File: src/rtl/dcrl_pkg.sv
`default_nettype none
// ----------------------------------------------------------------------------
// dcrl_pkg: shared constants for the drive command ramp limiter
// Key codes, held-flag positions, register indexes and reset values.
// ----------------------------------------------------------------------------
package dcrl_pkg;

   // default number of fraction bits of a drive level
   localparam int LEVEL_FRAC_BITS_DEF = 14;

   // step width: (16-bit rate * 16-bit time) >> 16
   localparam int RATE_W = 16;
   localparam int STEP_W = 16;
   localparam int DB_W   = 15;

   // command codes
   localparam logic CMD_KEY  = 1'b0;
   localparam logic CMD_TICK = 1'b1;

   // key character codes
   localparam logic [7:0] KEY_CODE_W = 8'h77;
   localparam logic [7:0] KEY_CODE_S = 8'h73;
   localparam logic [7:0] KEY_CODE_A = 8'h61;
   localparam logic [7:0] KEY_CODE_D = 8'h64;

   // held-flag bit positions
   localparam int HELD_N = 5;
   localparam logic [2:0] HELD_ACCEL   = 3'd0;
   localparam logic [2:0] HELD_REVERSE = 3'd1;
   localparam logic [2:0] HELD_BRAKE   = 3'd2;
   localparam logic [2:0] HELD_LEFT    = 3'd3;
   localparam logic [2:0] HELD_RIGHT   = 3'd4;

   // register indexes (byte address = 4 * index)
   localparam int CSR_ADDR_W = 5;
   localparam logic [2:0] REG_ENGINE_RATE = 3'd0;
   localparam logic [2:0] REG_BRAKE_RATE  = 3'd1;
   localparam logic [2:0] REG_STEER_RATE  = 3'd2;
   localparam logic [2:0] REG_DEADBAND    = 3'd3;
   localparam logic [2:0] REG_KEYS_EN     = 3'd4;

   // register reset values
   localparam logic [RATE_W-1:0] RATE_RST     = 16'd16384;
   localparam logic [DB_W-1:0]   DEADBAND_RST = 15'd164;

endpackage
`default_nettype wire

File: src/rtl/drive_command_ramp_limiter.sv
`default_nettype none
// ----------------------------------------------------------------------------
// drive_command_ramp_limiter: ramped drive levels from held control keys
// Key events set or clear held flags; each tick ramps engine, brake and
// steering levels by rate * time_step >> 16 and emits the three levels.
// ----------------------------------------------------------------------------
// A tick transfer reaches its result through the input register, then the
// result register. Key events produce no result. Throughput: one item per
// cycle unless a tick meets a stalled result; the level update is a single
// pass of multiply, add and clamp between the input and result registers.
// Reset: synchronous, active high; clears held keys and levels, loads the
// register reset values. No clearing pass.
module drive_command_ramp_limiter
   import dcrl_pkg::*;
#(
   parameter int LEVEL_FRAC_BITS = LEVEL_FRAC_BITS_DEF
) (
   input  wire logic                              clock,
   input  wire logic                              reset,
   // request channel
   input  wire logic                              req_valid,
   output logic                                   req_stall,
   input  wire logic                              req_cmd,
   input  wire logic [7:0]                        req_key_char,
   input  wire logic                              req_key_is_space,
   input  wire logic                              req_key_down,
   input  wire logic [15:0]                       req_time_step,
   // response channel
   output logic                                   rsp_valid,
   input  wire logic                              rsp_stall,
   output logic signed [LEVEL_FRAC_BITS+1:0]      rsp_engine_drive,
   output logic        [LEVEL_FRAC_BITS:0]        rsp_brake_drive,
   output logic signed [LEVEL_FRAC_BITS+1:0]      rsp_steer_drive,
   // register port
   input  wire logic                              psel,
   input  wire logic                              penable,
   input  wire logic                              pwrite,
   input  wire logic [CSR_ADDR_W-1:0]             paddr,
   input  wire logic [31:0]                       pwdata,
   output logic [31:0]                            prdata,
   output logic                                   pready
);

   localparam int LW = LEVEL_FRAC_BITS + 2;   // signed level width
   localparam int BW = LEVEL_FRAC_BITS + 1;   // brake level width
   // working width: room for level plus a full step, plus a sign
   localparam int SW = ((LW > STEP_W + 1) ? LW : (STEP_W + 1)) + 1;

   localparam logic signed [SW-1:0] ONE_S =
      {{(SW-LEVEL_FRAC_BITS-1){1'b0}}, 1'b1, {LEVEL_FRAC_BITS{1'b0}}};
   localparam logic signed [SW-1:0] NEG_ONE_S = -ONE_S;
   localparam logic signed [SW-1:0] ZERO_S    = '0;

   // ------------------------------------------------------------------
   // registers
   // ------------------------------------------------------------------
   logic [RATE_W-1:0] engine_rate_ff, brake_rate_ff, steer_rate_ff;
   logic [DB_W-1:0]   deadband_ff;
   logic              keys_en_ff;

   logic              in_valid_ff;
   logic              in_cmd_ff;
   logic [7:0]        in_char_ff;
   logic              in_space_ff;
   logic              in_down_ff;
   logic [15:0]       in_ts_ff;

   logic [HELD_N-1:0]   held_ff, held_in;
   logic signed [LW-1:0] engine_ff, engine_in;
   logic [BW-1:0]        brake_ff, brake_in;
   logic signed [LW-1:0] steer_ff, steer_in;

   logic                 rsp_valid_ff;
   logic signed [LW-1:0] rsp_engine_ff;
   logic [BW-1:0]        rsp_brake_ff;
   logic signed [LW-1:0] rsp_steer_ff;

   logic advance;
   logic req_xfer;
   logic is_tick;
   logic csr_wr;
   logic [2:0] csr_idx;

   // ------------------------------------------------------------------
   // register port
   // ------------------------------------------------------------------
   assign pready  = 1'b1;
   assign csr_wr  = psel && penable && pwrite;
   assign csr_idx = paddr[4:2];

   always_ff @(posedge clock) begin
      if (reset) begin
         engine_rate_ff <= RATE_RST;
         brake_rate_ff  <= RATE_RST;
         steer_rate_ff  <= RATE_RST;
         deadband_ff    <= DEADBAND_RST;
         keys_en_ff     <= 1'b1;
      end else if (csr_wr) begin
         unique case (csr_idx)
            REG_ENGINE_RATE: engine_rate_ff <= pwdata[RATE_W-1:0];
            REG_BRAKE_RATE:  brake_rate_ff  <= pwdata[RATE_W-1:0];
            REG_STEER_RATE:  steer_rate_ff  <= pwdata[RATE_W-1:0];
            REG_DEADBAND:    deadband_ff    <= pwdata[DB_W-1:0];
            REG_KEYS_EN:     keys_en_ff     <= pwdata[0];
            default: ;
         endcase
      end
   end

   always_comb begin
      unique case (csr_idx)
         REG_ENGINE_RATE: prdata = {16'd0, engine_rate_ff};
         REG_BRAKE_RATE:  prdata = {16'd0, brake_rate_ff};
         REG_STEER_RATE:  prdata = {16'd0, steer_rate_ff};
         REG_DEADBAND:    prdata = {17'd0, deadband_ff};
         REG_KEYS_EN:     prdata = {31'd0, keys_en_ff};
         default:         prdata = '0;
      endcase
   end

   // ------------------------------------------------------------------
   // handshake: a key event always moves on, a tick needs the result slot
   // ------------------------------------------------------------------
   assign is_tick   = (in_cmd_ff == CMD_TICK);
   assign advance   = in_valid_ff && (!is_tick || !rsp_valid_ff || !rsp_stall);
   assign req_stall = in_valid_ff && !advance;
   assign req_xfer  = req_valid && !req_stall;

   always_ff @(posedge clock) begin
      if (reset) begin
         in_valid_ff <= 1'b0;
      end else if (req_xfer) begin
         in_valid_ff <= 1'b1;
      end else if (advance) begin
         in_valid_ff <= 1'b0;
      end
   end

   always_ff @(posedge clock) begin
      if (req_xfer) begin
         in_cmd_ff   <= req_cmd;
         in_char_ff  <= req_key_char;
         in_space_ff <= req_key_is_space;
         in_down_ff  <= req_key_down;
         in_ts_ff    <= req_time_step;
      end
   end

   // ------------------------------------------------------------------
   // key decode: 'w' is independent of the s/a/d/space chain
   // ------------------------------------------------------------------
   always_comb begin
      held_in = held_ff;
      if (in_char_ff == KEY_CODE_W) held_in[HELD_ACCEL] = in_down_ff;
      priority if (in_char_ff == KEY_CODE_S) held_in[HELD_REVERSE] = in_down_ff;
      else if (in_char_ff == KEY_CODE_A)     held_in[HELD_LEFT]    = in_down_ff;
      else if (in_char_ff == KEY_CODE_D)     held_in[HELD_RIGHT]   = in_down_ff;
      else if (in_space_ff)                  held_in[HELD_BRAKE]   = in_down_ff;
      else ;
   end

   // ------------------------------------------------------------------
   // ramp steps
   // ------------------------------------------------------------------
   logic [2*RATE_W-1:0] e_prod, b_prod, s_prod;
   logic signed [SW-1:0] es_w, bs_w, ss_w;

   assign e_prod = engine_rate_ff * in_ts_ff;
   assign b_prod = brake_rate_ff  * in_ts_ff;
   assign s_prod = steer_rate_ff  * in_ts_ff;
   assign es_w = {{(SW-STEP_W){1'b0}}, e_prod[2*RATE_W-1:RATE_W]};
   assign bs_w = {{(SW-STEP_W){1'b0}}, b_prod[2*RATE_W-1:RATE_W]};
   assign ss_w = {{(SW-STEP_W){1'b0}}, s_prod[2*RATE_W-1:RATE_W]};

   // ------------------------------------------------------------------
   // level update
   // ------------------------------------------------------------------
   logic signed [SW-1:0] e_w, e_up, e_upc, e_base, e_dn, e_dnc, e_new;
   logic signed [SW-1:0] b_w, b_up, b_new;
   logic signed [SW-1:0] s_w, s_up, s_upc, s_base, s_dn, s_dnc, s_new;
   logic signed [SW-1:0] s_mag, s_ret_dn, s_ret_up;
   logic signed [SW-1:0] db_w;

   always_comb begin
      // engine: accelerate then reverse
      e_w    = {{(SW-LW){engine_ff[LW-1]}}, engine_ff};
      e_up   = e_w + es_w;
      e_upc  = (e_up > ONE_S) ? ONE_S : e_up;
      e_base = held_ff[HELD_ACCEL] ? e_upc : e_w;
      e_dn   = e_base - es_w;
      e_dnc  = (e_dn < NEG_ONE_S) ? NEG_ONE_S : e_dn;
      priority if (held_ff[HELD_REVERSE]) e_new = e_dnc;
      else if (held_ff[HELD_ACCEL])       e_new = e_upc;
      else                                e_new = ZERO_S;

      // brake
      b_w   = {{(SW-BW){1'b0}}, brake_ff};
      b_up  = b_w + bs_w;
      b_new = !held_ff[HELD_BRAKE] ? ZERO_S : ((b_up > ONE_S) ? ONE_S : b_up);

      // steering: left then right, else return towards centre
      s_w    = {{(SW-LW){steer_ff[LW-1]}}, steer_ff};
      s_up   = s_w + ss_w;
      s_upc  = (s_up > ONE_S) ? ONE_S : s_up;
      s_base = held_ff[HELD_LEFT] ? s_upc : s_w;
      s_dn   = s_base - ss_w;
      s_dnc  = (s_dn < NEG_ONE_S) ? NEG_ONE_S : s_dn;
      s_mag  = (s_w < ZERO_S) ? -s_w : s_w;
      db_w   = {{(SW-DB_W){1'b0}}, deadband_ff};
      s_ret_dn = ((s_w - ss_w) < NEG_ONE_S) ? NEG_ONE_S : (s_w - ss_w);
      s_ret_up = ((s_w + ss_w) > ONE_S) ? ONE_S : (s_w + ss_w);
      priority if (held_ff[HELD_RIGHT]) s_new = s_dnc;
      else if (held_ff[HELD_LEFT])      s_new = s_upc;
      else if (s_mag < db_w)            s_new = ZERO_S;
      else if (s_w > ZERO_S)            s_new = s_ret_dn;   // may cross zero
      else if (s_w < ZERO_S)            s_new = s_ret_up;
      else                              s_new = s_w;

      engine_in = e_new[LW-1:0];
      brake_in  = b_new[BW-1:0];
      steer_in  = s_new[LW-1:0];
   end

   always_ff @(posedge clock) begin
      if (reset) begin
         held_ff   <= '0;
         engine_ff <= '0;
         brake_ff  <= '0;
         steer_ff  <= '0;
      end else if (advance) begin
         if (is_tick) begin
            engine_ff <= engine_in;
            brake_ff  <= brake_in;
            steer_ff  <= steer_in;
         end else if (keys_en_ff) begin
            held_ff <= held_in;
         end
      end
   end

   // ------------------------------------------------------------------
   // result register
   // ------------------------------------------------------------------
   always_ff @(posedge clock) begin
      if (reset) begin
         rsp_valid_ff <= 1'b0;
      end else if (advance && is_tick) begin
         rsp_valid_ff <= 1'b1;
      end else if (!rsp_stall) begin
         rsp_valid_ff <= 1'b0;
      end
   end

   always_ff @(posedge clock) begin
      if (advance && is_tick) begin
         rsp_engine_ff <= engine_in;
         rsp_brake_ff  <= brake_in;
         rsp_steer_ff  <= steer_in;
      end
   end

   assign rsp_valid        = rsp_valid_ff;
   assign rsp_engine_drive = rsp_engine_ff;
   assign rsp_brake_drive  = rsp_brake_ff;
   assign rsp_steer_drive  = rsp_steer_ff;

   // ------------------------------------------------------------------
   // assertions
   // ------------------------------------------------------------------
   localparam logic signed [LW-1:0] ONE_L     = ONE_S[LW-1:0];
   localparam logic signed [LW-1:0] NEG_ONE_L = NEG_ONE_S[LW-1:0];
   localparam logic [BW-1:0]        ONE_B     = ONE_S[BW-1:0];

   a_rsp_from_tick: assert property (@(posedge clock) disable iff (reset)
      $rose(rsp_valid_ff) |-> $past(in_valid_ff && in_cmd_ff == CMD_TICK))
      else $error("result raised without a tick transfer");

   a_levels_bounded: assert property (@(posedge clock) disable iff (reset)
      (engine_ff <= ONE_L) && (engine_ff >= NEG_ONE_L) &&
      (steer_ff <= ONE_L) && (steer_ff >= NEG_ONE_L) && (brake_ff <= ONE_B))
      else $error("drive level outside its range");

   a_keys_disabled: assert property (@(posedge clock) disable iff (reset)
      !keys_en_ff |=> $stable(held_ff))
      else $error("held keys changed while key events are disabled");

   a_stall_holds_item: assert property (@(posedge clock) disable iff (reset)
      (in_valid_ff && !advance) |=> in_valid_ff && $stable(in_ts_ff) &&
      $stable(in_cmd_ff))
      else $error("stalled tick lost from the input register");

endmodule
`default_nettype wire

File: config.mk
export PLATFORM = sky130hd
export DESIGN_NAME = drive_command_ramp_limiter
export DESIGN_NICKNAME = d
export VERILOG_FILES = /design/src/rtl/dcrl_pkg.sv /design/src/rtl/drive_command_ramp_limiter.sv
export SDC_FILE = /design/constraint.sdc
export NUM_CORES = 2
export LEC_CHECK = 0
export BUFFER_PORTS_ARGS = -buffer_cell sky130_fd_sc_hd__buf_2
export CELL_PAD_IN_SITES_DETAIL_PLACEMENT = 2
export CELL_PAD_IN_SITES_GLOBAL_PLACEMENT = 2
export CORE_UTILIZATION = 32
export DETAILED_ROUTE_END_ITERATION = 8
export PLACE_DENSITY_LB_ADDON = 0.1
export SLEW_MARGIN = 20
export SYNTH_ARGS = -nofsm -noshare
export SYNTH_HDL_FRONTEND = slang
export SYNTH_SLANG_ARGS = --single-unit
File: constraint.sdc
create_clock -name clock -period 15.1 [get_ports clock]
set_input_delay 3.02 -clock clock [delete_from_list [all_inputs] [get_ports clock]]
set_output_delay 3.02 -clock clock [all_outputs]
set_load 0.01 [all_outputs]
==> impl_metrics.json <==
{
  "post-route-util_pct": 35.0,
  "vias": 30735,
  "synthesis.area_per_instance_um2": 8.56,
  "critPathMaxFanout": 21,
  "cts_hold_buf": 0,
  "wl_per_cell_um": 22.5,
  "cts_tree": "yes",
  "timing.setup.critical_path_class": "flip-flop to flip-flop",
  "grt_pass1_vias": 34693,
  "final_min_period_over_clock_period_pct": 90.8,
  "gp_congestion": 0.816,
  "run_status": "finished clean",
  "timing.max_cap.violations": 0,
  "boundaryPins": 153,
  "routed_via_density": 5.08,
  "wirelength_routed_um": 136000,
  "fp.dieArea_mm2": 0.120,
  "slowest_stage": "edfxtp_1",
  "drt.antenna.violating_nets": 0,
  "hold_end": "steer_rate_ff[12]",
  "vdd_ir_drop_max_uv": 97.1,
  "power_density_mw_per_mm2": 43.9,
  "timing.hold.worst.class": "flip-flop to flip-flop",
  "grt_usage_pct": 23.1,
  "flow.area_growth_from_synthesis_pct": 8.56,
  "cp_num_buf_inv": 7,
  "largest_net_degree_at_the_start_of_global_routing": 73,
  "path_delay_family": "compound AO/OA/AOI/OAI gates",
  "setup_violations": 0,
  "ys_seq_elements": 192,
  "timing.reg2reg.setup_slack_ns": 1.39,
  "ctsRootBufferMaster": "clkbuf_16",
  "timing.rr.start": "in_ts_ff[5]",
  "fin_worst_skew_ns": 0.0286,
  "post-cts-setup-buffer-count": 0,
  "non_filler_cells_final": 6050,
  "drc": 0,
  "timing.critical_path.from_type": "flip-flop",
  "hold-path-cell-count": 2,
  "start_util_pct": 32.3,
  "rr_worst_depth": 48,
  "static-leakage-power_nw": 19.5,
  "period_needed_ns": 13.71,
  "dp.cells": 6014,
  "synth-edff-count": 74,
  "synthFlopType": "dfxtp_1",
  "worst_skew_pair.late_latency_ns": 0.53,
  "total_power_mw": 1.82,
  "clock_tree.htree_level_count": 4,
  "die_width_um": 347,
  "drt_pre_antenna_iters": 5,
  "layout-drive-gt1-share_pct": 7.60,
  "worst-slew-pin-transition_ns": 1.09,
  "cp_slowest_stage_delay_ns": 1.06,
  "globalRouteOverflowTotal": 0,
  "maxClockFrequency_ghz": 0.0729,
  "count_of_final_hold_check_violations": 0,
  "synth-async-reset-ratio_pct": 0,
  "placement_rows": 126,
  "drv_slew": 0,
  "post-dp-hpwl_um": 110000,
  "seqCellArea_mm2": 0.00458,
  "yosysUniqueCellTypes": 93,
  "yosysWarningCount": 0,
  "hp-start": "steer_rate_ff[12]",
  "setup.worst_path.end_class": "flip-flop",
  "core_box_area_mm2": 0.118,
  "worst_path_most_repeated_cell": "fa_1",
  "max-slew-margin-rel_pct": 27.2,
  "timing.setup.tns_ns": 0,
  "drt_iter0_markers": 1259,
  "syn-instance-count": 4452,
  "dp_worst_setup_slack_ns": 1.24,
  "buffer_ports.inserted": 117,
  "multi_input_area_mm2": 0.0297,
  "final.fill_count": 13357,
  "worst_setup_hold_path_clk_slew_ns": 0.09,
  "cts.sinks": 192,
  "wire_length_of_the_first_global_routing_pass_um": 212000,
  "clock_buffer_depth": 2,
  "antenna_violations_before_repair": 20,
  "layout_setup_ws_ns": 1.39,
  "synth_seq_area_share_pct": 12.0,
  "dieHeight_um": 347,
  "finalNetCount": 5571,
  "rr_endpoint": "engine_ff[9]",
  "tritoncts.num_buffers": 17,
  "synthesis.area_mm2": 0.0381,
  "critPathArrivalTime_ns": 14.16,
  "data_required_critical_path_ns": 15.54,
  "cts_resized": 0,
  "rsz0062_at_grt": "false"
}
==> per-layer routing <==
metal  GRT usage, %  wire (um)
met1           32.3      65900
met2           38.8      64300
met3           2.79       3960
met4           3.33       1650
met5              0        115
==> final cells by class <==
cell class / instances / share of cell area [%]
Timing Repair Buffer: 236 / 3.80
Tap cell: 1536 / 4.65
Inverter: 800 / 7.27
Multi-Input combinational cell: 3251 / 71.8
Sequential cell: 192 / 11.1
Clock buffer: 19 / 1.07
Antenna cell: 3 / 0.0182
Clock inverter: 13 / 0.348
==> synthesized netlist by cell type (all sizes together) (27+ instances only) <==
cell,count,area share [%]
a211oi,27,0.57
nor2b,32,0.53
and2,314,5.2
fa,585,31
o21a,32,0.63
nand3,45,0.60
dfxtp,118,6.2
buf,39,0.59
xor2,37,0.85
xnor2,96,2.2
a21oi,195,2.6
edfxtp,74,5.8
o21ai,91,1.2
inv,798,7.9
nand2,717,7.1
nand2b,28,0.46
a21o,49,0.97
nor2,165,1.6
clkbuf,185,1.8
ha,417,14
nor3,44,0.64
==> placed cells by master, fill, tap and decap left out, drive strengths merged, types with 17 or more instances in the layout <==
| master | Yosys | final |
|---|---|---|
| a211oi | 27 | 27 |
| a21o | 49 | 49 |
| a21oi | 195 | 195 |
| a31oi | 19 | 19 |
| and2 | 314 | 314 |
| buf | 39 | 236 |
| clkbuf | 185 | 19 |
| conb | 2 | 17 |
| dfxtp | 118 | 118 |
| edfxtp | 74 | 74 |
| fa | 585 | 585 |
| ha | 417 | 417 |
| inv | 798 | 804 |
| nand2 | 717 | 717 |
| nand2b | 28 | 28 |
| nand3 | 45 | 45 |
| nand4 | 20 | 20 |
| nor2 | 165 | 165 |
| nor2b | 32 | 32 |
| nor3 | 44 | 44 |
| nor4 | 18 | 18 |
| o21a | 32 | 32 |
| o21ai | 91 | 91 |
| o31ai | 17 | 17 |
| or2 | 18 | 18 |
| or3 | 19 | 19 |
| xnor2 | 96 | 96 |
| xor2 | 37 | 37 |
==> worst max-delay path by stage <==
stage / end / slack [ns] / from / depth (start not counted)
finish: engine_ff[9] / 1.39 / in_ts_ff[5] / 48
global route: engine_ff[13] / 0.37 / in_ts_ff[5] / 48
CTS: engine_ff[9] / 1.22 / in_ts_ff[5] / 48
detailed placement: engine_ff[9] / 1.24 / in_ts_ff[6] / 48
global placement: engine_ff[10] / 1.50 / in_ts_ff[5] / 48
floorplan: rsp_steer_drive[2] / 3.50 / in_ts_ff[1] / 47
==> tightest hold or removal path, stage by stage (launching register included) <==
cell and delay [ns]:
dfxtp_1 0.32, nand2_1 0.05, a21oi_1 0.06
==> state kept, by name, summed over array words and instances (netlist names), 16 cells and up <==
name / flops
brake_rate_ff: 16
engine_ff: 16
engine_rate_ff: 16
in_ts_ff: 16
rsp_engine_drive: 16
rsp_steer_drive: 16
steer_ff: 16
steer_rate_ff: 16
==> power breakdown <==
part,total [mW],switching (mW),internal [mW]
combinational,0.738,0.481,0.258
sequential,0.582,0.0247,0.558
clock,0.495,0.271,0.225
==> cells by family (layout without fill, tap and decap cells) <==
kind of cell	count (synthesis)	after routing	synth area share, %
AND/OR/NAND/NOR	1464	1464	18.3
buffers and inverters	1024	1068	10.3
adder cells (fa/ha/maj)	1002	1002	44.4
AO/OA/AOI/OAI	609	609	10.7
flip-flops	192	192	12.0
XOR/XNOR	133	133	3.06
multiplexers	26	26	1.15
other	2	20	0.0197
==> metrics by stage <==
step / area [um^2] / hold WS [ns]
2_1_floorplan: 38200 / 0.436
3_3_place_gp: 40700 / 0.444
3_5_place_dp: 40700 / 0.457
4_1_cts: 41300 / 0.469
5_1_grt: 41400 / 0.489
6_report: 41400 / 0.469
(Power assumes the default switching activity.)
